`config.mk`:
```
export PLATFORM = sky130hd
export DESIGN_NAME = hebp_fifo
export DESIGN_NICKNAME = d
export VERILOG_FILES = /design/src/hebp_pkg.sv /design/src/hebp_fifo.sv
export VERILOG_INCLUDE_DIRS = /design/src /design/src/src
export SDC_FILE = /design/constraint.sdc
export NUM_CORES = 1
export LEC_CHECK = 0
export ABC_AREA = 1
export BUFFER_PORTS_ARGS = -buffer_cell sky130_fd_sc_hd__buf_4
export CAP_MARGIN = 25
export CORE_MARGIN = 2
export CORE_UTILIZATION = 30
export DETAILED_ROUTE_END_ITERATION = 16
export GPL_TIMING_DRIVEN = 0
export HOLD_SLACK_MARGIN = 0.08
export PLACE_DENSITY_LB_ADDON = 0.08
export SYNTH_ARGS = -nofsm -noshare
export SYNTH_HDL_FRONTEND = slang
export SYNTH_SLANG_ARGS = --single-unit
```
`constraint.sdc`:
```
create_clock -name clk_i -period 4.02 [get_ports clk_i]
set_input_delay 0.201 -clock clk_i [delete_from_list [all_inputs] [get_ports clk_i]]
set_output_delay 0.201 -clock clk_i [all_outputs]
set_load 0.01 [all_outputs]
```
`src/huffman_encoder_bit_packer_core_assert.svh`:
```
// Assertion macros shared by the encoder core modules.
`ifndef HUFFMAN_ENCODER_BIT_PACKER_CORE_ASSERT_SVH
`define HUFFMAN_ENCODER_BIT_PACKER_CORE_ASSERT_SVH

// Property must hold at every clock edge outside reset.
`define HEBP_ASSERT(lbl, clk, rst_n, prop, msg) \
  lbl: assert property (@(posedge clk) disable iff (!rst_n) (prop)) else $error(msg);

// Condition must never be seen outside reset.
`define HEBP_NEVER(lbl, clk, rst_n, cond, msg) \
  lbl: assert property (@(posedge clk) disable iff (!rst_n) !(cond)) else $error(msg);

`endif

```
`src/hebp_pkg.sv`:
```
`timescale 1ns / 1ps

package hebp_pkg;

  // Field widths
  localparam int unsigned OP_W   = 2;
  localparam int unsigned SYM_W  = 8;
  localparam int unsigned CODE_W = 32;
  localparam int unsigned LEN_W  = 6;
  localparam int unsigned BYTE_W = 8;
  // Pending bits are held left aligned; at most BYTE_W-1 of them
  localparam int unsigned PEND_W = 7;
  localparam int unsigned CNT_W  = 3;
  // Packing window: pending bits followed by one full code
  localparam int unsigned WIN_W  = PEND_W + CODE_W + 1;
  // Entries in the queue between front and back
  localparam int unsigned QDEPTH = 2;

  typedef enum logic [OP_W-1:0] {
    OP_LOAD   = 2'd0,
    OP_ENCODE = 2'd1,
    OP_FLUSH  = 2'd2
  } op_e;

  typedef struct packed {
    logic [OP_W-1:0]   opcode;
    logic [SYM_W-1:0]  symbol;
    logic [CODE_W-1:0] code_bits;
    logic [LEN_W-1:0]  code_length;
  } in_item_t;

  typedef struct packed {
    logic [BYTE_W-1:0] out_byte;
    logic              last_of_run;
  } out_item_t;

  // One code table entry
  typedef struct packed {
    logic [CODE_W-1:0] code;
    logic [LEN_W-1:0]  len;
  } tbl_entry_t;

  // Work handed from front to back: a flush, or a left-aligned code
  typedef struct packed {
    logic              is_flush;
    logic [CODE_W-1:0] code_la;
    logic [LEN_W-1:0]  len;
  } task_t;

endpackage

```
`src/hebp_fifo.sv`:
```
`timescale 1ns / 1ps

`include "huffman_encoder_bit_packer_core_assert.svh"

module hebp_fifo (
  input  logic            clk_i,
  input  logic            rst_ni,
  input  logic            push_valid_i,
  output logic            push_ready_o,
  input  hebp_pkg::task_t push_data_i,
  output logic            pop_valid_o,
  input  logic            pop_i,
  output hebp_pkg::task_t pop_data_o
);

  localparam int unsigned DEPTH = hebp_pkg::QDEPTH;
  localparam int unsigned PTR_W = (DEPTH > 1) ? $clog2(DEPTH) : 1;

  hebp_pkg::task_t   buf_q [DEPTH];
  logic [PTR_W-1:0]  wr_ptr_q, wr_ptr_d, rd_ptr_q, rd_ptr_d;
  logic [PTR_W:0]    cnt_q, cnt_d;
  logic              do_push, do_pop;

  assign push_ready_o = cnt_q != (PTR_W+1)'(DEPTH);
  assign pop_valid_o  = cnt_q != '0;
  assign do_push      = push_valid_i && push_ready_o;
  assign do_pop       = pop_i && pop_valid_o;
  assign pop_data_o   = buf_q[rd_ptr_q];

  // Pointer and fill count update
  always_comb begin
    wr_ptr_d = wr_ptr_q;
    rd_ptr_d = rd_ptr_q;
    cnt_d    = cnt_q;
    if (do_push) begin
      wr_ptr_d = (wr_ptr_q == PTR_W'(DEPTH-1)) ? '0 : wr_ptr_q + 1'b1;
    end
    if (do_pop) begin
      rd_ptr_d = (rd_ptr_q == PTR_W'(DEPTH-1)) ? '0 : rd_ptr_q + 1'b1;
    end
    if (do_push && !do_pop) begin
      cnt_d = cnt_q + 1'b1;
    end else if (do_pop && !do_push) begin
      cnt_d = cnt_q - 1'b1;
    end
  end

  always_ff @(posedge clk_i or negedge rst_ni) begin
    if (!rst_ni) begin
      wr_ptr_q <= '0;
      rd_ptr_q <= '0;
      cnt_q    <= '0;
    end else begin
      wr_ptr_q <= wr_ptr_d;
      rd_ptr_q <= rd_ptr_d;
      cnt_q    <= cnt_d;
    end
  end

  // Queue storage
  always_ff @(posedge clk_i) begin
    if (do_push) begin
      buf_q[wr_ptr_q] <= push_data_i;
    end
  end

  `HEBP_ASSERT(a_cnt_range, clk_i, rst_ni, cnt_q <= (PTR_W+1)'(DEPTH), "queue count overflow")
  `HEBP_ASSERT(a_cnt_step, clk_i, rst_ni, (do_push && !do_pop) |=> (cnt_q == $past(cnt_q) + 1'b1), "queue count lost a push")

endmodule

```
== Yosys cells after proc, flatten, opt, wreduce, memory -nomap -nowiden ==
Memory sizes are Yosys's and may differ from the RTL's.
Index checks and enable logic that the tools add are counted.

* $add $sub $neg: 4
* Equal/unequal tests: 1
* Muxes and demuxes: 6
* Reduce and logical (&&, ||, !) cells: 8

{| class="wikitable"
|+ Operators with widths
! operator !! count
|-
| logical AND 1 bit || 4
|-
| 2-to-1 mux 1 bit || 4
|-
| 2-to-1 mux 2 bit || 2
|-
| nonzero test 2 bit || 2
|-
| adder 1 bit (second input constant) || 2
|-
| adder 2 x 1 -> 2 bit (second input constant) || 1
|-
| logical NOT 1 bit || 2
|-
| inequality test 2 bit (second input constant) || 1
|-
| subtractor 2 x 1 -> 2 bit (second input constant) || 1
|}

* Register bits: 4
* RAM bits: 78
* Input port bits: 43
* Output and inout port bits: 41
* Word-level logic and storage cells: 23
* Memories: 1

{| class="wikitable"
|+ Memory list
! name !! words !! width !! read ports !! clocked after memory_dff !! wr ports !! RTL line !! source
|-
| buf_q || 2 || 39 || 1 || 0 || 1 || hebp_fifo.sv:19 || <nowiki>hebp_pkg::task_t buf_q [DEPTH];</nowiki>
|}

== Longest topological paths before layout ==
Gate-level depths: netlist of run 1.

* Depth in word-level cells: 6
* Gate-level depth with buffers: 10
* Depth with buffers taken out: 10

== Least setup slack after synthesis of run 1 ==
No wires, ideal clock.

* Path kind: register to register
* Start: register cnt_q[0]
* End: memory buf_q[0][0] (netlist bit), enable pin
* Setup time: 0.435 ns
* Data arrival time: 2.247 ns
* Required time: 3.585 ns
* Setup slack: 1.338 ns
* Cell stages (with the launch flop): 5
* Path buffers: 0
* Period minus slack after synthesis: 2.682 ns
* Path through: dfrtp_1 > inv_2 > nand2_4 > nand2_4 > nor2_1

* Cells in the longest elaborated chain, start to end: 4

{| class="wikitable"
|+ Ends and longest elaborated chain
! item !! RTL line !! source
|-
| start: declaration || hebp_fifo.sv:21 || <nowiki>logic [PTR_W:0] cnt_q, cnt_d;</nowiki>
|-
| start signal: assignment || hebp_fifo.sv:56 || <nowiki>cnt_q <= cnt_d;</nowiki>
|-
| inequality test 2 bit || hebp_fifo.sv:24 || <nowiki>assign push_ready_o = cnt_q != (PTR_W+1)'(DEPTH);</nowiki>
|-
| via push_ready_o || hebp_fifo.sv:9 || <nowiki>output logic push_ready_o,</nowiki>
|-
| logical AND 1 bit || hebp_fifo.sv:26 || <nowiki>assign do_push = push_valid_i && push_ready_o;</nowiki>
|-
| 2-to-1 mux 1 bit || hebp_fifo.sv:62 || <nowiki>if (do_push) begin</nowiki>
|-
| 2-to-1 mux 1 bit (implied by the code) || hebp_fifo.sv:63 || <nowiki>buf_q[wr_ptr_q] <= push_data_i;</nowiki>
|-
| end: declaration || hebp_fifo.sv:19 ||
|}

The timed path passes the listed nets, and every way through them passes these cells.

== Worst setup path in the final report of run 1 ==
* Start: register cnt_q[0]
* End: memory buf_q[1][16] (netlist bit), enable pin

* Cells in the longest elaborated chain, start to end: 4

{| class="wikitable"
|+ Ends and longest elaborated chain
! item !! RTL line
|-
| inequality test 2 bit || hebp_fifo.sv:24
|-
| logical AND 1 bit || hebp_fifo.sv:26
|-
| 2-to-1 mux 1 bit || hebp_fifo.sv:62
|-
| 2-to-1 mux 1 bit (implied by the code) || hebp_fifo.sv:63
|}

Every way passes these cells.

==> out/metrics.cfg, run 1 <==
[sta]
hold_slack_ns=0.122
setup_viol=0
final-hold-violation-count=0
rsz0062_at_grt=no
skew_ns=0.00798
tightestPinTransition_ns=0.665
finalMaxSlewViolations=0
period_minus_slack_ns=1.73
setup_tns_ns=0
fin_crit_sh=0.431
slew_headroom=0.556
fmax_mhz=578

[place]
placed_area_um2=4010
place_hpwl_um=3890
place_congestion=0.678
portBuffers=83

[yosys]
avgSynthCellArea_um2=13.5
synth_cell_types=17
synth_seq_cells=82
synth_warnings=0
synth_area_um2=3150
ys_seq_area_frac=0.776
synth_fp_nets=277
synthCells=233

[worst_setup_path]
path_buf_inv=2
path_class=reg2reg
slowest_stage=nor2_4
worstPathMaxFanout=21
regToRegSetupSlack_ns=2.29
cp.depth=5
crit_family=simple AND/OR/NAND/NOR gates
startpoint=cnt_q[0]
crit_path_end=buf_q[1][16]
max_stage_delay_ns=0.53
endpoint_kind=flop
rr_startpoint=cnt_q[0]
reg2reg_to=buf_q[1][16]
crit_required_ns=4.07
arrival_ns=1.78
cpMostUsedCell=nand2_4
reg2regPathDepth=5
cp_cell_sequence=inv_2 > nand2_4 > nand2_4 > nor2_4 > buf_16
worstSetupStartpointType=flop

[die]
initial_core_util=0.306
die-area_um2=11300
core_um2=10300
die_h_um=106
die_w_um=106
rows=37
ios=84

[detailed_routing]
finalWirelength_um=6140
drt_pre_antenna_iters=4
viasPerCell=4.02
wire_per_inst_um=12.0
vias=2051
drc=0
drt_iter0_drc=55
detail-route-antenna-nets=0

[layout]
diodes=0
fillerInstances=986
fin_nets=413
layout-drive-gt1-share=0.318
layout_common_cells=nand2_1, buf_4, edfxtp_1
final_area_um2=4630
area_growth_pct=46.9
layout_commonest_cell=nand2_1

[global_route]
grt_antenna_before_repair=0
grt_pass1_vias=2030
grt.total_usage=0.116
grt_pass1_wl_um=9730
grt_max_degree=23
overflow=0

[run_status]
run_status=finished clean

[power]
ir_drop_mv=0.245
p_per_area_nw_per_um2=671
power.leakage_nw=1.97

[worst_hold_path]
hp-class=in2reg

[clocking]
cts_tree=done
cts_sinks=82
clock_latency_ns=0.34
cts-buffers-inserted=9
clk_pin_slew_ns=0.08
clk_path_buf_depth=2
postCtsSetupBuffers=0
cts_max_level=3
cts_root_buf=clkbuf_8

[flow_run]
maxCapViolations=0

## synth_stat cells
library cell	number	area share
nand2_2	1	0.0020
nand4_1	1	0.0020
nand3_2	1	0.0032
nand3_1	1	0.0016
inv_2	2	0.0024
nand2_4	3	0.011
xnor2_1	1	0.0028
nor2_1	2	0.0024
nand2_1	123	0.15
ha_1	1	0.0040
xor2_2	1	0.0052
buf_8	1	0.0048
inv_8	1	0.0036
dfrtp_1	4	0.032
edfxtp_1	78	0.74
inv_1	4	0.0048
buf_6	8	0.029
## timing repair
action                    in CTS  in global routing
gates resized for setup        0                  0
hold endpoints to repair      82                  0
hold buffers                  40                  0
## registers in the layout (all words and copies together) (netlist names)
register,count
rd_ptr_q,1
wr_ptr_q,1
buf_q,78
cnt_q,2
## area by class of cell
type	count	area (um^2)	area share
Inverter	7	33.8	0.00730
Clock buffer	12	145	0.0314
Sequential cell	82	2440	0.528
Timing Repair Buffer	125	1070	0.232
Tap cell	136	170	0.0368
Buffer	9	105	0.0227
Clock inverter	4	75.1	0.0162
Multi-Input combinational cell	135	583	0.126
## metrics by stage
| stage | utilization | total power, W | setup slack [ns] | instances |
|---|---|---|---|---|
| 5_1_grt | 0.450 | 0.00333 | 2.17 | 510 |
| 2_1_floorplan | - | 0.00190 | 1.34 | 233 |
| 4_1_cts | 0.450 | 0.00317 | 2.24 | 510 |
| 6_report | 0.450 | 0.00311 | 2.29 | 510 |
| 3_5_place_dp | 0.390 | 0.00249 | 2.27 | 454 |
| 3_3_place_gp | 0.384 | 0.00245 | 0.0895 | 452 |
## worst min path at each step
stage | slack [ns] | cells after the start | endpoint | from
2_1_floorplan | -0.09 | 0 | cnt_q[0] | rst_ni
3_3_place_gp | 0.005 | 1 | cnt_q[0] | rst_ni
3_5_place_dp | 0.004 | 1 | cnt_q[0] | rst_ni
4_1_cts | 0.12 | 3 | rd_ptr_q | pop_i
5_1_grt | 0.11 | 3 | rd_ptr_q | pop_i
6_report | 0.12 | 3 | rd_ptr_q | pop_i
## per-layer routing
| metal | global-route usage | vias up | part of all wire |
|---|---|---|---|
| met5 | 0 | - | 0 |
| met2 | 0.189 | 59 | 0.47 |
| met3 | 0.0454 | 4 | 0.067 |
| met1 | 0.137 | 946 | 0.46 |
| met4 | 0.0473 | 0 | 0.0067 |
| li1 | - | 1042 | - |
## report_power, final
part	internal [W]	switching [W]	total [W]	leakage [nW]
Sequential	0.00117	0.0000517	0.00122	0.773
Combinational	0.000562	0.000680	0.00124	1.09
Clock	0.000367	0.000278	0.000645	0.103
Total	0.00210	0.00101	0.00311	1.97
## cell families after synthesis
logic type	share of synthesized area
XOR/XNOR	0.00795
flip-flops	0.776
AND/OR/NAND/NOR	0.168
buffers and inverters	0.0441
adder cells (fa/ha/maj)	0.00397
## tightest hold or removal path: stages
cell and delay (ns):
buf_4 0.09, nand3_2 0.06, nand2_1 0.07
Note: power is estimated with default switching activity, not from simulation.
==> run 2, diff against run 1 <==
==> constraint.sdc (replaced) <==
create_clock -name clk_i -period 1.6 [get_ports clk_i]
set_input_delay 0.08 -clock clk_i [delete_from_list [all_inputs] [get_ports clk_i]]
set_output_delay 0.08 -clock clk_i [all_outputs]
set_load 0.01 [all_outputs]
==> run 2 against run 1 <==
- global-route usage about the same
- critical endpoint is now cnt_q[1]
- combinational power rose to 2.6 times the previous value
- count of clock-buffer cells in the layout decreased by 1
- sequential share of layout area fell by 0.61 points
- critical path depth up 4
- register-to-register slack got worse by 2.1 ns
- flip-flop and latch count did not move
- clock power is 150% higher
- core utilization grew 0.52 points
- die area unchanged
==> out/metrics.cfg, run 2 (same netlist as run 1, synthesis figures left out) <==
[clocking]
clk_pin_slew_ns=0.08
cts_root_buf=clkbuf_8
cts_tree=done
clk_path_buf_depth=2
clock_latency_ns=0.34
cts-buffers-inserted=9
ctsResizeCount=0
cts_max_level=3
cts_sinks=82

[detailed_routing]
drc=0
viasPerCell=4.00
detail-route-antenna-nets=0
drt_iter0_drc=93
finalWirelength_um=6300
wire_per_inst_um=12.2
drt_pre_antenna_iters=4
vias=2059

[worst_setup_path]
endpoint_kind=flop
worstSetupStartpointType=flop
path_class=reg2reg
arrival_ns=1.67
max_stage_delay_ns=0.42
crit_required_ns=1.84
worstPathMaxFanout=4
slowest_stage=dfrtp_1
cp_cell_sequence=inv_2 > nand2_4 > nand2_4 > inv_1 > ha_1 > inv_1 > nand3_1 > nand2_1 > nand2_1

[global_route]
overflow=0
grt_max_degree=24
grt_pass1_wl_um=9720
grt_antenna_before_repair=0
grt.total_usage=0.116
grt_pass1_vias=2029

[die]
initial_core_util=0.306
ios=84
die_w_um=106
die_h_um=106
die-area_um2=11300
rows=37
core_um2=10300

[place]
placed_area_um2=4000
place_hpwl_um=3860
portBuffers=83
place_congestion=0.671

[sta]
skew_ns=0.00899
tightestPinTransition_ns=0.212
slew_headroom=0.858
finalMaxSlewViolations=0
rsz0062_at_grt=no
fmax_mhz=697
fin_crit_sh=0.897
setup_viol=0
period_minus_slack_ns=1.44
hold_slack_ns=0.462
final-hold-violation-count=0

[layout]
top_regs=buf_q x78, cnt_q x2
diodes=0
fin_nets=418
largest_reg_flops=78
final_util=0.455
layout-drive-gt1-share=0.319
fillerInstances=946
area_growth_pct=48.6
final_area_um2=4680
layout_common_cells=nand2_1, buf_4, edfxtp_1
layout_commonest_cell=nand2_1
largest-register=buf_q

[power]
power.leakage_nw=1.99
ir_drop_mv=0.568
p_per_area_nw_per_um2=1670

[flow_run]
maxCapViolations=0

[worst_hold_path]
hp-class=in2reg

[run_status]
run_status=finished clean

[run 2: cell types whose count changed in the layout (fill, tap and decap cells not counted), sizes merged]
cell | before | now
dlygate4sd3 | 40 | 43
buf | 94 | 96
clkbuf | 12 | 11
clkinv | 0 | 1
[run 2: cell type report]
class | count | area [um^2] | area share
clock buffer | 11 | 131 | 0.0281
buffer | 9 | 105 | 0.0225
sequential | 82 | 2440 | 0.522
inverter | 7 | 33.8 | 0.00722
multi-input combinational | 135 | 583 | 0.125
clock inverter | 5 | 80.1 | 0.0171
timing repair buffer | 130 | 1130 | 0.242
tap | 136 | 170 | 0.0364
[run 2: where the power goes]
part / internal (W) / total, W / switching (W)
logic: 0.00147 / 0.00318 / 0.00171
registers: 0.00293 / 0.00306 / 0.000132
clock network: 0.000878 / 0.00159 / 0.000715
total: 0.00528 / 0.00784 / 0.00256
[run 2: through the flow]
| stage | power (W) | instances | setup TNS, ns | setup WS (ns) |
|---|---|---|---|---|
| floorplan | 0.00477 | 233 | -33.40 | -0.428 |
| global placement | 0.00614 | 452 | -90.31 | -1.17 |
| detailed placement | 0.00622 | 454 | -4.64 | -0.108 |
| CTS | 0.00800 | 515 | 0 | 0.141 |
| global route | 0.00836 | 515 | 0 | 0.0149 |
| finish | 0.00784 | 515 | 0 | 0.165 |
[run 2: critical path: cells and delay by family, from the launching register on]
family        cells  cell delay (ns)
fa+ha+maj         1             0.32
buf+inv           3             0.26
flops             1             0.42
simple gates      5             0.36
[run 2: worst paths after layout]
kind | startpoint | endpoint | slack [ns] | cells after the start
setup / recovery | cnt_q[0] | cnt_q[1] | 0.16 | 9
hold / removal | push_data_i[1] | buf_q[1][1] | 0.46 | 2
setup reg to reg | cnt_q[0] | cnt_q[1] | 0.16 | 9
hold reg to reg | cnt_q[0] | cnt_q[0] | 0.52 | 1
max in group asynchronous | rst_ni | rd_ptr_q | 0.76 | 3
min in group asynchronous | rst_ni | wr_ptr_q | 0.65 | 3
[run 2: what timing repair did]
| item | 4_1_cts | 5_1_grt |
|---|---|---|
| endpoints found under the setup margin | 46 | 0 |
| setup buffers | 2 | 0 |
| endpoints found under the hold margin | 84 | 0 |
| hold buffers | 43 | 0 |
[run 2: routing by layer]
layer  wire, um  global-route usage  vias to the layer above  part of all wire
met1       2810               0.135                      940              0.44
met3        309              0.0288                        8             0.049
li1           -                   -                     1054                 -
met5          0                   0                        -                 0
met2       3100               0.196                       57              0.49
met4         87              0.0612                        0             0.014
