[src/huffman_encoder_bit_packer_core_assert.svh]
// Assertion macros shared by the encoder core modules.
`ifndef HUFFMAN_ENCODER_BIT_PACKER_CORE_ASSERT_SVH
`define HUFFMAN_ENCODER_BIT_PACKER_CORE_ASSERT_SVH

// Property must hold at every clock edge outside reset.
`define HEBP_ASSERT(lbl, clk, rst_n, prop, msg) \
  lbl: assert property (@(posedge clk) disable iff (!rst_n) (prop)) else $error(msg);

// Condition must never be seen outside reset.
`define HEBP_NEVER(lbl, clk, rst_n, cond, msg) \
  lbl: assert property (@(posedge clk) disable iff (!rst_n) !(cond)) else $error(msg);

`endif

[src/hebp_pkg.sv]
`timescale 1ns / 1ps

package hebp_pkg;

  // Field widths
  localparam int unsigned OP_W   = 2;
  localparam int unsigned SYM_W  = 8;
  localparam int unsigned CODE_W = 32;
  localparam int unsigned LEN_W  = 6;
  localparam int unsigned BYTE_W = 8;
  // Pending bits are held left aligned; at most BYTE_W-1 of them
  localparam int unsigned PEND_W = 7;
  localparam int unsigned CNT_W  = 3;
  // Packing window: pending bits followed by one full code
  localparam int unsigned WIN_W  = PEND_W + CODE_W + 1;
  // Entries in the queue between front and back
  localparam int unsigned QDEPTH = 2;

  typedef enum logic [OP_W-1:0] {
    OP_LOAD   = 2'd0,
    OP_ENCODE = 2'd1,
    OP_FLUSH  = 2'd2
  } op_e;

  typedef struct packed {
    logic [OP_W-1:0]   opcode;
    logic [SYM_W-1:0]  symbol;
    logic [CODE_W-1:0] code_bits;
    logic [LEN_W-1:0]  code_length;
  } in_item_t;

  typedef struct packed {
    logic [BYTE_W-1:0] out_byte;
    logic              last_of_run;
  } out_item_t;

  // One code table entry
  typedef struct packed {
    logic [CODE_W-1:0] code;
    logic [LEN_W-1:0]  len;
  } tbl_entry_t;

  // Work handed from front to back: a flush, or a left-aligned code
  typedef struct packed {
    logic              is_flush;
    logic [CODE_W-1:0] code_la;
    logic [LEN_W-1:0]  len;
  } task_t;

endpackage

[src/hebp_back.sv]
`timescale 1ns / 1ps

`include "huffman_encoder_bit_packer_core_assert.svh"

module hebp_back (
  input  logic                clk_i,
  input  logic                rst_ni,
  input  logic                head_valid_i,
  input  hebp_pkg::task_t     head_i,
  output logic                pop_o,
  output logic                out_valid_o,
  input  logic                out_stall_i,
  output hebp_pkg::out_item_t out_data_o
);

  localparam int unsigned WIN_W  = hebp_pkg::WIN_W;
  localparam int unsigned BYTE_W = hebp_pkg::BYTE_W;
  localparam int unsigned PEND_W = hebp_pkg::PEND_W;
  localparam int unsigned CNT_W  = hebp_pkg::CNT_W;
  localparam int unsigned LEN_W  = hebp_pkg::LEN_W;

  logic [WIN_W-1:0]  win_q, win_d, win_h;
  logic [LEN_W-1:0]  rem_q, rem_d, tot_h;
  logic              busy_q, busy_d;
  logic [PEND_W-1:0] pend_q, pend_d;
  logic [CNT_W-1:0]  cnt_q, cnt_d;
  logic              out_valid_q, out_valid_d, out_free, emit;
  hebp_pkg::out_item_t out_q, out_d;

  assign out_free    = !out_valid_q || !out_stall_i;
  assign out_valid_o = out_valid_q;
  assign out_data_o  = out_q;

  // Window for the queue head: pending bits, then the code right behind them
  assign win_h = {pend_q, {(WIN_W-PEND_W){1'b0}}} |
                 ({head_i.code_la, {(WIN_W-hebp_pkg::CODE_W){1'b0}}} >> cnt_q);
  assign tot_h = {{(LEN_W-CNT_W){1'b0}}, cnt_q} + head_i.len;

  // Packer: at most one byte per unstalled beat, from the busy window or the queue head
  always_comb begin
    win_d  = win_q;
    rem_d  = rem_q;
    busy_d = busy_q;
    pend_d = pend_q;
    cnt_d  = cnt_q;
    pop_o  = 1'b0;
    emit   = 1'b0;
    out_d  = out_q;
    if (out_free) begin
      if (busy_q) begin
        emit              = 1'b1;
        out_d.out_byte    = win_q[WIN_W-1 -: BYTE_W];
        out_d.last_of_run = rem_q < LEN_W'(2*BYTE_W);
        win_d             = win_q << BYTE_W;
        rem_d             = rem_q - LEN_W'(BYTE_W);
        if (rem_q < LEN_W'(2*BYTE_W)) begin
          busy_d = 1'b0;
          pend_d = win_q[WIN_W-BYTE_W-1 -: PEND_W];
          cnt_d  = CNT_W'(rem_q - LEN_W'(BYTE_W));
        end
      end else if (head_valid_i) begin
        pop_o = 1'b1;
        if (head_i.is_flush) begin
          if (cnt_q != '0) begin
            emit              = 1'b1;
            out_d.out_byte    = {pend_q, 1'b0};
            out_d.last_of_run = 1'b1;
          end
          pend_d = '0;
          cnt_d  = '0;
        end else if (tot_h >= LEN_W'(BYTE_W)) begin
          emit              = 1'b1;
          out_d.out_byte    = win_h[WIN_W-1 -: BYTE_W];
          out_d.last_of_run = tot_h < LEN_W'(2*BYTE_W);
          if (tot_h >= LEN_W'(2*BYTE_W)) begin
            busy_d = 1'b1;
            win_d  = win_h << BYTE_W;
            rem_d  = tot_h - LEN_W'(BYTE_W);
          end else begin
            pend_d = win_h[WIN_W-BYTE_W-1 -: PEND_W];
            cnt_d  = CNT_W'(tot_h - LEN_W'(BYTE_W));
          end
        end else begin
          pend_d = win_h[WIN_W-1 -: PEND_W];
          cnt_d  = CNT_W'(tot_h);
        end
      end
    end
    out_valid_d = out_free ? emit : out_valid_q;
  end

  always_ff @(posedge clk_i or negedge rst_ni) begin
    if (!rst_ni) begin
      busy_q      <= 1'b0;
      pend_q      <= '0;
      cnt_q       <= '0;
      out_valid_q <= 1'b0;
    end else begin
      busy_q      <= busy_d;
      pend_q      <= pend_d;
      cnt_q       <= cnt_d;
      out_valid_q <= out_valid_d;
    end
  end

  // Window and output beat carry no reset
  always_ff @(posedge clk_i) begin
    win_q <= win_d;
    rem_q <= rem_d;
    out_q <= out_d;
  end

  `HEBP_ASSERT(a_busy_rem, clk_i, rst_ni, busy_q |-> (rem_q >= LEN_W'(BYTE_W)), "busy window holds less than a byte")
  `HEBP_ASSERT(a_pend_clean, clk_i, rst_ni, (pend_q & ({PEND_W{1'b1}} >> cnt_q)) == '0, "stray bits below pending count")
  `HEBP_NEVER(a_pop_busy, clk_i, rst_ni, pop_o && busy_q, "queue popped while a code is still packing")

endmodule

[config.mk]
export PLATFORM = sky130hd
export DESIGN_NAME = hebp_back
export DESIGN_NICKNAME = d
export VERILOG_FILES = /design/src/hebp_pkg.sv /design/src/hebp_back.sv
export VERILOG_INCLUDE_DIRS = /design/src /design/src/src
export SDC_FILE = /design/constraint.sdc
export NUM_CORES = 1
export LEC_CHECK = 0
export ABC_AREA = 1
export BUFFER_PORTS_ARGS = -buffer_cell sky130_fd_sc_hd__buf_2
export CELL_PAD_IN_SITES_DETAIL_PLACEMENT = 1
export CELL_PAD_IN_SITES_GLOBAL_PLACEMENT = 2
export CORE_MARGIN = 1
export CORE_UTILIZATION = 35
export CTS_BUF_LIST = sky130_fd_sc_hd__clkbuf_8
export CTS_CLUSTER_SIZE = 12
export DETAILED_ROUTE_END_ITERATION = 10
export GPL_TIMING_DRIVEN = 0
export PLACE_DENSITY = 0.86
export SKIP_CTS_REPAIR_TIMING = 1
export SYNTH_ARGS = -nofsm -noshare
export SYNTH_HDL_FRONTEND = slang
export SYNTH_SLANG_ARGS = --single-unit
[constraint.sdc]
create_clock -name clk_i -period 4.52 [get_ports clk_i]
set_input_delay 1.356 -clock clk_i [delete_from_list [all_inputs] [get_ports clk_i]]
set_output_delay 1.356 -clock clk_i [all_outputs]
set_load 0.01 [all_outputs]
# Word-level counts from Yosys, hierarchy flattened
# Cells that the tools add are included.
[classes]
addsub = 3
multipliers = 0
div_mod_pow = 0
order_cmp = 4
n_eq_ne = 4
n_shift = 1
muxes = 41
bitwise_logic = 1
reduce_logical = 11
[op_table]
columns = ["op", "n"]
rows = [
  ["$mux 40", 5],
  ["$mux 9", 5],
  ["$mux 7", 6],
  ["$or 40x40->40", 1],
  ["$shr 40x3->40", 1],
  ["$mux 6", 5],
  ["$mux 3", 6],
  ["$mux 1", 14],
  ["$lt 6x5->1 const B", 2],
  ["$sub 6x4->6 const B", 2],
  ["$reduce_and 4->1", 2],
  ["$add 3x6->6", 1],
  ["$ge 6x4->1 const B", 1],
  ["$ge 6x5->1 const B", 1],
  ["$reduce_bool 2->1", 3],
  ["$reduce_bool 3->1", 2],
  ["$reduce_and 5->1", 1],
  ["$ne 2x1->1 const B", 2],
  ["$ne 4x4->1 const B", 1],
  ["$ne 3x1->1 const B", 1],
  ["$logic_not 1->1", 2],
  ["$logic_or 1x1->1", 1],
]
[totals]
register_bits = 67
latch_bits = 0
ram_bits = 0
mem_bits_ro = 0
input_bits = 43
word_cells = 74
n_memories = 0

# Longest topological paths before layout
# Gate-level depths: netlist (run 1).
[logic_depth]
depth_word = 7
mapped_depth = 15

# Worst setup path after synthesis (run 1)
# OpenSTA, ideal clock, no wires.
[synth_timing]
kind = "input-to-reg"
startpoint = "input head_i[0] (netlist name)"
endpoint = "register rem_q[3] (enable)"
setup_ns = 0.437
arrival_ns = 4.080
required_ns = 4.083
slack_ns = 0.003
path_stages = 9
path_buffers = 0
path_cell_list = "ha_1 > fa_1 > nand3_1 > nand2_1 > nand2_2 > nand2_4 > nand3_2 > nand2_1 > a21oi_1"
[synth_between]
elab_chain_len = 4
word_cells_on_any_way = 6
classes_between = "add/sub (1); order compare (2); reduce/logical (3)"
[synth_rtl]
columns = ["element", "line", "rtl"]
rows = [
  ["from (decl)", "hebp_back.sv:9", "input hebp_pkg::task_t head_i,"],
  ["$add 3x6->6 (*)", "hebp_back.sv:37", "assign tot_h = {{(LEN_W-CNT_W){1'b0}}, cnt_q} + head_i.len;"],
  ["$ge 6x5->1 or $ge 6x4->1 (tied branches)", "hebp_back.sv:75, hebp_back.sv:71", ""],
  ["$reduce_bool 2->1 (no line)", "--", ""],
  ["$reduce_and 5->1 (no line) (*)", "--", ""],
  ["to (signal assigned)", "hebp_back.sv:109", "rem_q <= rem_d;"],
  ["to (decl)", "hebp_back.sv:23", "logic [LEN_W-1:0] rem_q, rem_d, tot_h;"],
]
# Mark *: on every way between the ends. The rest lies on a longest branch, timed or not.
# A chain may end at the register's enable or synchronous reset.

# Final worst setup path (run 1)
[layout_timing]
startpoint = "input head_i[0] (netlist name)"
endpoint = "register out_q (netlist bit out_data_o[6]) (enable)"
[layout_between]
elab_chain_len = 4
[layout_rtl]
columns = ["element", "line", "rtl"]
rows = [
  ["$add 3x6->6", "hebp_back.sv:37", ""],
  ["$ge 6x4->1", "hebp_back.sv:71", "end else if (tot_h >= LEN_W'(BYTE_W)) begin"],
  ["$reduce_bool 3->1 (no line)", "--", ""],
  ["$reduce_and 4->1 (no line)", "--", ""],
  ["to (signal assigned)", "hebp_back.sv:110", "out_q <= out_d;"],
  ["to (decl)", "hebp_back.sv:28", "hebp_pkg::out_item_t out_q, out_d;"],
]
# No other way between the ends.

==> key figures, run 1 <==
Drt
  – Initial drt markers: 195
  – Vias: 3863
  – Wire per inst: 16.9 um
  – Antenna-violating nets left: 0
  – Initial DRT Pass Iterations: 4
  – DRC errors left: 0
  – Final WL: 12500 um
  – Via/cell ratio: roughly 5.2

Synth
  – Avg Inst Size Synth: between 7 and 8 um^2
  – Synthesized area: 4010 um^2
  – Async set-reset flop share out of synthesis: 20.7%
  – Top cells by area, synth: edfxtp_1 (34%), nand2_1 (16%), nand3_1 (8.6%)
  – Cells after synthesis: 532
  – Syn nets: 582
  – Yosys reg bits: 58
  – YS warnings: 0
  – Sequential area share after synthesis: about two fifths
  – Yosys top cell area share: 34.5%
  – Yosys top cell by area: edfxtp_1
  – Post-synth EDFFs: 46
  – Synth Flop Type: edfxtp_1
  – Synth cell types: 38

Global routing
  – Pin count of the biggest net entering global routing: 29
  – Number of global-route vias before repair: 3939
  – Tot GR Track Use: 23.1%
  – Grt ovf: 0
  – First-pass GRT wire length: 20600 um
  – Initial antenna violation count: 0

Clock network
  – Clock transition at the registers of the reported paths: 70 ps
  – Clock sinks: 58
  – Clk root buf: clkbuf_8
  – CTS tree: built
  – Cts bufs inserted: 9
  – Clock tree buffer depth: 2
  – Clock latency on the worst-skew pair: 360 ps
  – H-tree depth: 3

Final layout
  – Non-Filler Instances: 742
  – Nets: 647
  – Design Area, Final: around 4700 um^2
  – Layout cells sized above 1: between 10% and 20%
  – Layout area overhead: 17.2%
  – N_diodes: 0

Die
  – Chip height: 109 um
  – Initial Util: 36.5%
  – Row count: 38
  – Die Wd: 109 um
  – Core area: 11000 um^2
  – IO Pins: between 50 and 60
  – Die footprint: approximately 12000 um^2

Worst setup path
  – Worst path arrival time: 3980 ps
  – Slowest stage cell, crit path: a21oi_1
  – Kind of critical path: input port to flip-flop
  – CP Launch Type: input port
  – CP Cell Sequence: buf_2 -> ha_1 -> fa_1 -> nand3_1 -> nand3b_1 -> nand2_4 -> ha_1 -> nand3_1 -> nor2b_4 -> nor2_4 -> nand2_4 -> o21ai_1 -> a21oi_1
  – Crit-path max FO: 9
  – WP data required: 4510 ps
  – Crit path from: head_i[0]
  – Reg-to-reg startpoint: cnt_q[0]$_DFFE_PN0P_
  – CP Capture Type: flip-flop
  – Crit path largest cell delay: 680 ps

STA
  – RSZ-0062 raised after global routing: false
  – Final Hold Violating Endpoints: 0
  – Fin Clk Skew: 9.46 ps
  – Setup violations, final: 0
  – Maximum clock frequency: about 0.25 GHz
  – Relative slew slack: 43.5%
  – Fin crit period: roughly 4000 ps
  – Final slew viol count: 0
  – Worst slew pin tran: 847 ps
  – Setup_tns: 0 ps
  – Fin crit share: 88.4%

Hold path
  – Worst hold start: win_q[37]$_DFFE_PP_
  – Hold crit path type: flip-flop to flip-flop

Placed design
  – Routability Congestion: ~0.85
  – DP Wirelength: approximately 9900 um
  – I/O Buffers: 53
  – Post-DP Area: 4480 um^2
  – Dpl cells: 726

Power and ir drop
  – Overall Power: 3700 uW
  – Worst vdd ir: between 0.0002 and 0.00025 V
  – Leakage: approximately 0.0022 uW
  – PD cells: 788 nW/um^2

Run status
  – Status: finished, final reports clean

Job
  – Max Cap Viol: 0
-- metrics by stage --
stage	hold WS (ps)	worst slack, ps	util (%)
2_1_floorplan	495	2.81	-
3_3_place_gp	500	-972	40.5
3_5_place_dp	520	118	40.8
4_1_cts	538	488	42.7
5_1_grt	575	266	42.7
6_report	533	524	42.7
-- layout by cell type (no fill, tap or decap), types with 3 or more instances in the layout --
master and count:
nand2_1 168, nand3_1 69, buf_2 66, inv_1 57, o21ai_0 47, edfxtp_1 46
nor2_1 21, o221ai_1 12, dfrtp_1 12, clkbuf_8 9, clkbuf_1 8, nor2_2 7
a21oi_2 7, a21oi_1 6, ha_1 6, inv_2 5, o211ai_1 4, nand2_2 4
nand3_2 4, o22ai_1 4, buf_4 3, buf_1 3, o21ai_1 3
-- flip-flops by register name, indices dropped and copies added (netlist names) --
signal / flops
cnt_q: 3
win_q: 31
out_data_o: 9
pend_q: 7
rem_q: 6
out_valid_o: 1
busy_q: 1
-- kinds of logic (layout without fill, tap and decap cells) --
group                      count (synthesis)  count (layout)  synth area share, %
AOI/OAI and AO/OA                         89              89                 13.6
xor gates and xnor gates                   3               3                0.656
adders and majority gates                  7               7                 2.37
buffers and inverters                     92             162                 9.68
DFF                                       58              58                 42.0
muxes                                      2               2                0.500
and+or+nand+nor                          281             281                 31.2
-- worst paths after layout --
path                                                 to  slack (ps)  depth (start not counted)
worst max-delay path            out_data_o[6]$_DFFE_PP_         520                         13
worst min-delay path            out_data_o[6]$_DFFE_PP_         530                          2
worst max register to register  out_data_o[6]$_DFFE_PP_        1250                         12
worst min register to register  out_data_o[6]$_DFFE_PP_         530                          2
max in group asynchronous         pend_q[6]$_DFFE_PN0P_        3370                          1
min in group asynchronous       out_valid_o$_DFFE_PN0P_         890                          1
-- Yosys cell counts (3+ instances only) --
library cell	number
nand2_1	168
nand3_1	69
inv_1	57
o21ai_0	47
edfxtp_1	46
nor2_1	21
buf_2	13
dfrtp_1	12
o221ai_1	12
clkbuf_1	8
a21oi_1	7
a21oi_2	7
nor2_2	7
ha_1	6
inv_2	5
nand2_2	4
nand3_2	4
o211ai_1	4
o22ai_1	4
buf_1	3
buf_4	3
o21ai_1	3
-- routing by layer --
metal  share of wire [%]  GRT usage, %  vias to the layer above
li1                    -             -                     1900
met1                  50          33.1                     1863
met2                  45          35.7                       90
met3                 3.8          4.06                       10
met4                 1.0          6.18                        0
met5                   0             0                        -
-- worst max-delay path: cells and delay by family --
| family | cells | cell delay (ps) |
|---|---|---|
| adders and majority gates | 3 | 860 |
| AOI/OAI and AO/OA | 2 | 800 |
| and+or+nand+nor | 7 | 860 |
| buffers and inverters | 1 | 100 |
-- where the power goes --
part	internal (uW)	switching (uW)	leakage, uW
clock network	309	234	0.000107
registers	941	81.2	0.000575
logic	676	1460	0.00156
total	1930	1770	0.00224
-- final cells by class --
type | instances | area [um^2]
plain buffers | 29 | 151
clock inverters | 7 | 93.8
fillers | 1443 | 6290
well taps | 140 | 175
clock buffers | 9 | 124
inverters | 63 | 236
multi-input cells | 382 | 1950
repair buffers | 54 | 285
flip-flops and latches | 58 | 1680
No activity file was read; power rests on OpenSTA's default activity.
==> run 2: changes to the inputs <==
CORE_ASPECT_RATIO = 1.75   (was not set)
==> key figures, run 2 (synthesis gave the netlist of run 1 again) <==
Placed design
  – DP Wirelength: 10500 um (+6.1%)
  – Routability Congestion: 0.832 (-2.5%)
  – I/O Buffers: 53 (unchanged)
  – Post-placement worst setup slack: 127 ps (+8.49 ps)
  – Post-DP Area: 4470 um^2 (-0.22%)

Worst setup path
  – Worst path arrival time: 3990 ps (about the same)
  – Critical path buffer and inverter count: 1 (unchanged)
  – CP Launch Type: input port
  – Kind of critical path: input port to flip-flop
  – Slowest stage cell, crit path: a21oi_1
  – WP data required: 4490 ps (-20 ps)
  – CP Cell Sequence: buf_2 -> ha_1 -> fa_1 -> nand3_1 -> nand3b_1 -> nand2_4 -> ha_1 -> nand3_1 -> nor2b_4 -> nor2_4 -> nand2_4 -> o21ai_1 -> a21oi_1
  – Crit path largest cell delay: 760 ps (+80 ps)
  – Delay-heaviest family, CP: simple AND/OR/NAND/NOR gates
  – CP Capture Type: flip-flop
  – Crit-path max FO: 9 (unchanged)

Final layout
  – Area of the multi-input gates: 1950 um^2 (unchanged)
  – Fillcell total: 1452 (+0.62%)
  – Layout cells sized above 1: 19.9% (unchanged)
  – FF+latch area: 1680 um^2 (unchanged)
  – Design Area, Final: 4650 um^2 (-0.88%)
  – N_diodes: 0 (unchanged)
  – Layout area overhead: 16.2%
  – Most common cell after layout, fill and taps aside: nand2_1
  – Nets: 647 (unchanged)
  – Most flop-heavy register: win_q
  – Most frequent cells in the layout: nand2_1 (168), nand3_1 (69), buf_2 (66), inv_1 (58), o21ai_0 (47)
  – Max reg flops: 31 (unchanged)

STA
  – Setup violations, final: 0 (unchanged)
  – Fin crit period: 4020 ps (+23.6 ps)
  – Worst slew pin tran: 967 ps (+120 ps)
  – Fin Clk Skew: 11.4 ps (+1.98 ps)
  – Setup_tns: 0 ps (unchanged)
  – Final slew viol count: 0 (unchanged)
  – RSZ-0062 raised after global routing: false
  – Maximum clock frequency: 0.249 GHz (-0.59%)
  – Fin crit share: 88.9% (+0.52 points)
  – Hold Slack: 529 ps (-4.39 ps)
  – Relative slew slack: 35.5% (-8.0 points)
  – Final Hold Violating Endpoints: 0 (unchanged)
  – PnR worst setup slack: 501 ps (-23.6 ps)

Job
  – Max Cap Viol: 0 (unchanged)

Drt
  – Routed met3 length: 338 um (-28%)
  – Final WL: 13200 um (+5.0%)
  – Initial DRT Pass Iterations: 4 (unchanged)
  – Metal-1 WL: 4450 um (-30%)
  – Initial drt markers: 118 (-39%)
  – Antenna-violating nets left: 0 (unchanged)
  – Met2 wirelength from detailed routing: 7740 um (+38%)
  – DRC errors left: 0 (unchanged)
  – Wire per inst: 17.9 um (+6.1%)
  – Via/cell ratio: 5.34 (+2.6%)
  – Vias: 3919 (+1.4%)
  – Uppermost layer routed: met4

Clock network
  – Clock transition at the registers of the reported paths: 70 ps (about the same)
  – Clock tree buffer depth: 2 (unchanged)
  – H-tree depth: 3 (unchanged)
  – Clk root buf: clkbuf_8
  – Clock sinks: 58 (unchanged)
  – Clock latency on the worst-skew pair: 360 ps (about the same)
  – Cts bufs inserted: 9 (unchanged)
  – CTS tree: built

Power and ir drop
  – PD cells: 783 nW/um^2 (-0.57%)
  – Pint: 1870 uW (-3.1%)
  – Leakage: 0.00224 uW (-0.13%)
  – Sequential fraction of design power: 28.0% (+0.4 points)
  – Gate power share: 59.1% (+1.4 points)
  – Worst vdd ir: 0.000307 V (+24%)
  – Switch share: 48.8% (+0.89 points)
  – P_sw: 1780 uW (+0.37%)
  – Clock power frac: 12.9% (-1.8 points)

Run status
  – Status: finished, final reports clean

Global routing
  – Initial antenna violation count: 0 (unchanged)
  – Grt ovf: 0 (unchanged)
  – Pin count of the biggest net entering global routing: 30 (+3.4%)
  – First-pass GRT wire length: 21000 um (+1.9%)
  – Tot GR Track Use: 23.4% (+0.30 points)
  – Number of global-route vias before repair: 4239 (+7.6%)

Die
  – Core area: 11100 um^2 (+1.1%)
  – Die Wd: 82.9 um (-24%)
  – Chip height: 144 um (+32%)
  – Initial Util: 36.1% (-0.39 points)
  – Die footprint: 11900 um^2 (+0.15%)
  – IO Pins: 54 (unchanged)
  – Row count: 51 (+34%)

Hold path
  – Hold crit path type: flip-flop to flip-flop
[run 2: path summary, 6_finish.rpt]
kind / from / endpoint / slack [ps] / depth (start not counted)
setup / recovery: head_i[0] / out_data_o[8]$_DFFE_PP_ / 500 / 13
hold / removal: out_valid_o$_DFFE_PN0P_ / out_valid_o$_DFFE_PN0P_ / 530 / 2
setup reg to reg: cnt_q[0]$_DFFE_PN0P_ / out_data_o[8]$_DFFE_PP_ / 1240 / 12
hold reg to reg: out_valid_o$_DFFE_PN0P_ / out_valid_o$_DFFE_PN0P_ / 530 / 2
max in group asynchronous: rst_ni / pend_q[6]$_DFFE_PN0P_ / 3340 / 1
min in group asynchronous: rst_ni / pend_q[3]$_DFFE_PN0P_ / 910 / 1
[run 2: per-stage QoR]
step	utilization [%]	instances	total power [uW]
after floorplan	-	532	2490
after global placement	39.9	717	3120
after detailed placement	40.2	718	3200
after CTS	41.9	734	3680
after global routing	41.9	734	3940
final	41.9	734	3640
[run 2: layer usage]
metal	global-route usage, %	vias up
li1	-	1900
met4	14.4	0
met3	2.87	35
met1	19.9	1906
met2	49.7	78
met5	0	-
[run 2: power by group through the flow]
stage                     Sequential (uW)  Combinational, uW  Clock (uW)
final                                1020               2150         471
after floorplan                      1040               1450           0
after global routing                 1040               2400         495
after detailed placement             1030               2170           0
after global placement               1030               2090           0
after CTS                            1020               2180         479
[run 2: worst reg2reg max path, cell delays in order (launching register included)]
cell and delay [ps]:
dfrtp_1 370, ha_1 220, fa_1 420, nand3_1 130, nand3b_1 130, nand2_4 120, ha_1 160, nand3_1 120
nor2b_4 150, nor2_4 90, nand2_4 140, o21ai_1 100, a21oi_1 760
[run 2: area by class of cell]
class | instances | area share [%]
Timing Repair Buffer | 54 | 6.13
Sequential cell | 58 | 36.1
Clock inverter | 7 | 1.34
Multi-Input combinational cell | 382 | 41.8
Inverter | 63 | 5.08
Buffer | 29 | 3.25
Tap cell | 132 | 3.55
Clock buffer | 9 | 2.66
==> run 3: changes to the inputs <==
ABC_AREA = not set   (was 1)
CORE_UTILIZATION = 39   (was 35)
CTS_CLUSTER_DIAMETER = 200   (was not set)
==> key figures, run 3 <==
Run status
  – Status: finished, final reports clean

STA
  – Worst slew pin tran: 987 ps (+19.5 ps)
  – PnR worst setup slack: 442 ps (-58.6 ps)
  – Final slew viol count: 0 (unchanged)
  – Relative slew slack: 34.0% (-1.5 points)
  – Fin Clk Skew: 6.59 ps (-4.85 ps)
  – Final Hold Violating Endpoints: 0 (unchanged)
  – Fin crit share: 90.2% (+1.3 points)
  – Setup violations, final: 0 (unchanged)
  – Maximum clock frequency: 0.245 GHz (-1.4%)
  – RSZ-0062 raised after global routing: false
  – Fin crit period: 4080 ps (+58.6 ps)

Drt
  – Via/cell ratio: 5.88 (+10%)
  – Initial DRT Pass Iterations: 4 (unchanged)
  – Antenna-violating nets left: 0 (unchanged)
  – DRC errors left: 0 (unchanged)
  – Initial drt markers: 134 (+14%)
  – Final WL: 13900 um (+5.5%)
  – Vias: 3636 (-7.2%)
  – Wire per inst: 22.4 um (+25%)

Synth
  – Avg Inst Size Synth: 10.1 um^2 (+34%)
  – Top cells by area, synth: edfxtp_1 (33%), mux4_2 (8.0%), dfrtp_1 (7.1%)
  – Async set-reset flop share out of synthesis: 20.7% (unchanged)
  – Syn nets: 469 (-19%)
  – Synth Flop Type: edfxtp_1
  – Synth cell types: 62 (+63%)
  – YS warnings: 0 (unchanged)
  – Yosys top cell area share: 32.6% (-1.9 points)
  – Synthesized area: 4240 um^2 (+5.7%)
  – Sequential area share after synthesis: 39.7% (-2.3 points)
  – Yosys top cell by area: edfxtp_1
  – Yosys reg bits: 58 (unchanged)
  – Cells after synthesis: 419 (-21%)
  – Cell with the most instances after synthesis: edfxtp_1
  – Post-synth EDFFs: 46 (unchanged)
  – Synth cell count leaders: edfxtp_1 (46), nand2_1 (44), nor2_1 (44), o21ai_0 (39), a21oi_1 (27)

Global routing
  – Grt ovf: 0 (unchanged)
  – Number of global-route vias before repair: 4049 (-4.5%)
  – Pin count of the biggest net entering global routing: 35 (+17%)
  – First-pass GRT wire length: 21500 um (+2.4%)
  – Initial antenna violation count: 0 (unchanged)
  – Tot GR Track Use: 26.5% (+3.1 points)

Power and ir drop
  – Leakage: 0.00193 uW (-14%)
  – PD cells: 752 nW/um^2 (-4.0%)
  – Worst vdd ir: 0.000356 V (+16%)
  – Overall Power: 3650 uW (+0.14%)

Final layout
  – Most flop-heavy register: win_q
  – Layout cells sized above 1: 27.3% (+7.3 points)
  – N_diodes: 0 (unchanged)
  – Nets: 533 (-18%)
  – Area of the multi-input gates: 2360 um^2 (+21%)
  – Most frequent cells in the layout: buf_2 (59), edfxtp_1 (46), nand2_1 (44), nor2_1 (43), o21ai_0 (39)
  – Layout area overhead: 14.7%
  – Fillcell total: 1261 (-13%)
  – Post-layout util: 45.7% (+3.7 points)
  – Non-Filler Instances: 618 (-16%)
  – FF+latch area: 1680 um^2 (unchanged)
  – Most common cell after layout, fill and taps aside: buf_2
  – Max reg flops: 31 (unchanged)

Clock network
  – H-tree depth: 3 (unchanged)
  – CTS tree: built
  – Cts bufs inserted: 9 (unchanged)
  – Clk root buf: clkbuf_8
  – Clock sinks: 58 (unchanged)
  – Clock latency on the worst-skew pair: 350 ps (about the same)
  – Clock transition at the registers of the reported paths: 70 ps (about the same)
  – Clock tree buffer depth: 2 (unchanged)

Hold path
  – Worst hold start: win_q[19]$_DFFE_PP_
  – Hold Path Depth: 2 (unchanged)
  – Sink of the worst hold path: win_q[27]$_DFFE_PP_
  – Hold crit path type: flip-flop to flip-flop

Worst setup path
  – CP Launch Type: input port
  – WP data required: 4490 ps (about the same)
  – Worst path arrival time: 4040 ps (+50 ps)
  – CP Capture Type: flip-flop
  – FF-to-FF path depth: 8 (-4)
  – Reg-to-reg endpoint: win_q[29]$_DFFE_PP_
  – Kind of critical path: input port to flip-flop
  – Crit path from: head_i[0]
  – Worst R2R Setup Slack: 1140 ps (-100 ps)
  – Reg-to-reg startpoint: cnt_q[0]$_DFFE_PN0P_
  – Crit-path max FO: 34 (+25)

Placed design
  – Dpl cells: 602 (-16%)
  – I/O Buffers: 53 (unchanged)
  – Post-placement worst setup slack: 19.7 ps (-107 ps)
  – DP Wirelength: 11000 um (+4.2%)
  – Routability Congestion: 0.851 (+2.3%)

Die
  – Die footprint: 11300 um^2 (-5.0%)
  – Die Wd: 80.8 um (-2.5%)
  – Core area: 10600 um^2 (-4.2%)
  – IO Pins: 54 (unchanged)
  – Initial Util: 39.8% (+3.8 points)
  – Row count: 50 (-2.0%)
  – Chip height: 140 um (-2.5%)

Job
  – Max Cap Viol: 0 (unchanged)
## run 3: kinds of logic (layout without fill, tap and decap cells)
group,Yosys count,in the layout,synth area share (%)
AND/OR/NAND/NOR,132,132,14.4
adder cells (fa/ha/maj),7,7,2.25
AO/OA/AOI/OAI,113,113,17.4
buffers and inverters,41,110,4.70
XOR/XNOR,6,6,1.24
flip-flops,58,58,39.7
multiplexers,62,62,20.2
## run 3: cell type report
| type | count | share of cell area (%) |
|---|---|---|
| timing repair buffer | 53 | 5.46 |
| sequential | 58 | 34.6 |
| buffer | 28 | 3.09 |
| clock inverter | 7 | 1.26 |
| inverter | 13 | 1.00 |
| clock buffer | 9 | 2.55 |
| tap | 130 | 3.35 |
| multi-input combinational | 320 | 48.6 |
## run 3: where the power goes
group / total, uW / switching, uW / internal, uW
logic: 2130 / 1320 / 804
registers: 1060 / 106 / 951
clock network: 467 / 218 / 248
## run 3: metrics by stage
step	cell area [um^2]	hold WS, ps	setup TNS [ps]
floorplan	4240	496	0
global placement	4670	508	-14460
detailed placement	4670	519	0
CTS	4860	534	0
global route	4860	544	0
finish	4860	525	0
## run 3: worst max-delay path: stages
cell     delay [ps]
buf_2           100
ha_1            250
fa_1            420
a21o_2          280
nor4b_1         160
nor3_2          320
and2_1          250
a21oi_1         120
nor2_4          780
## run 3: worst max-delay path by stage
stage                                   end  slack [ps]  cells after the start
global placement        win_q[30]$_DFFE_PP_        -430                      9
CTS                     win_q[29]$_DFFE_PP_         370                      9
floorplan                rem_q[3]$_DFFE_PP_         300                      8
global route        out_data_o[2]$_DFFE_PP_         210                     11
finish                  win_q[29]$_DFFE_PP_         440                      9
detailed placement  win_q[14]$_SDFFCE_PP0P_          20                      9
## run 3: per-layer routing
| layer | part of all wire [%] | global-route usage (%) | up-vias |
|---|---|---|---|
| li1 | - | - | 1691 |
| met1 | 34 | 24.8 | 1805 |
| met2 | 58 | 52.2 | 100 |
| met3 | 2.6 | 3.08 | 40 |
| met4 | 5.0 | 14.9 | 0 |
| met5 | 0 | 0 | - |
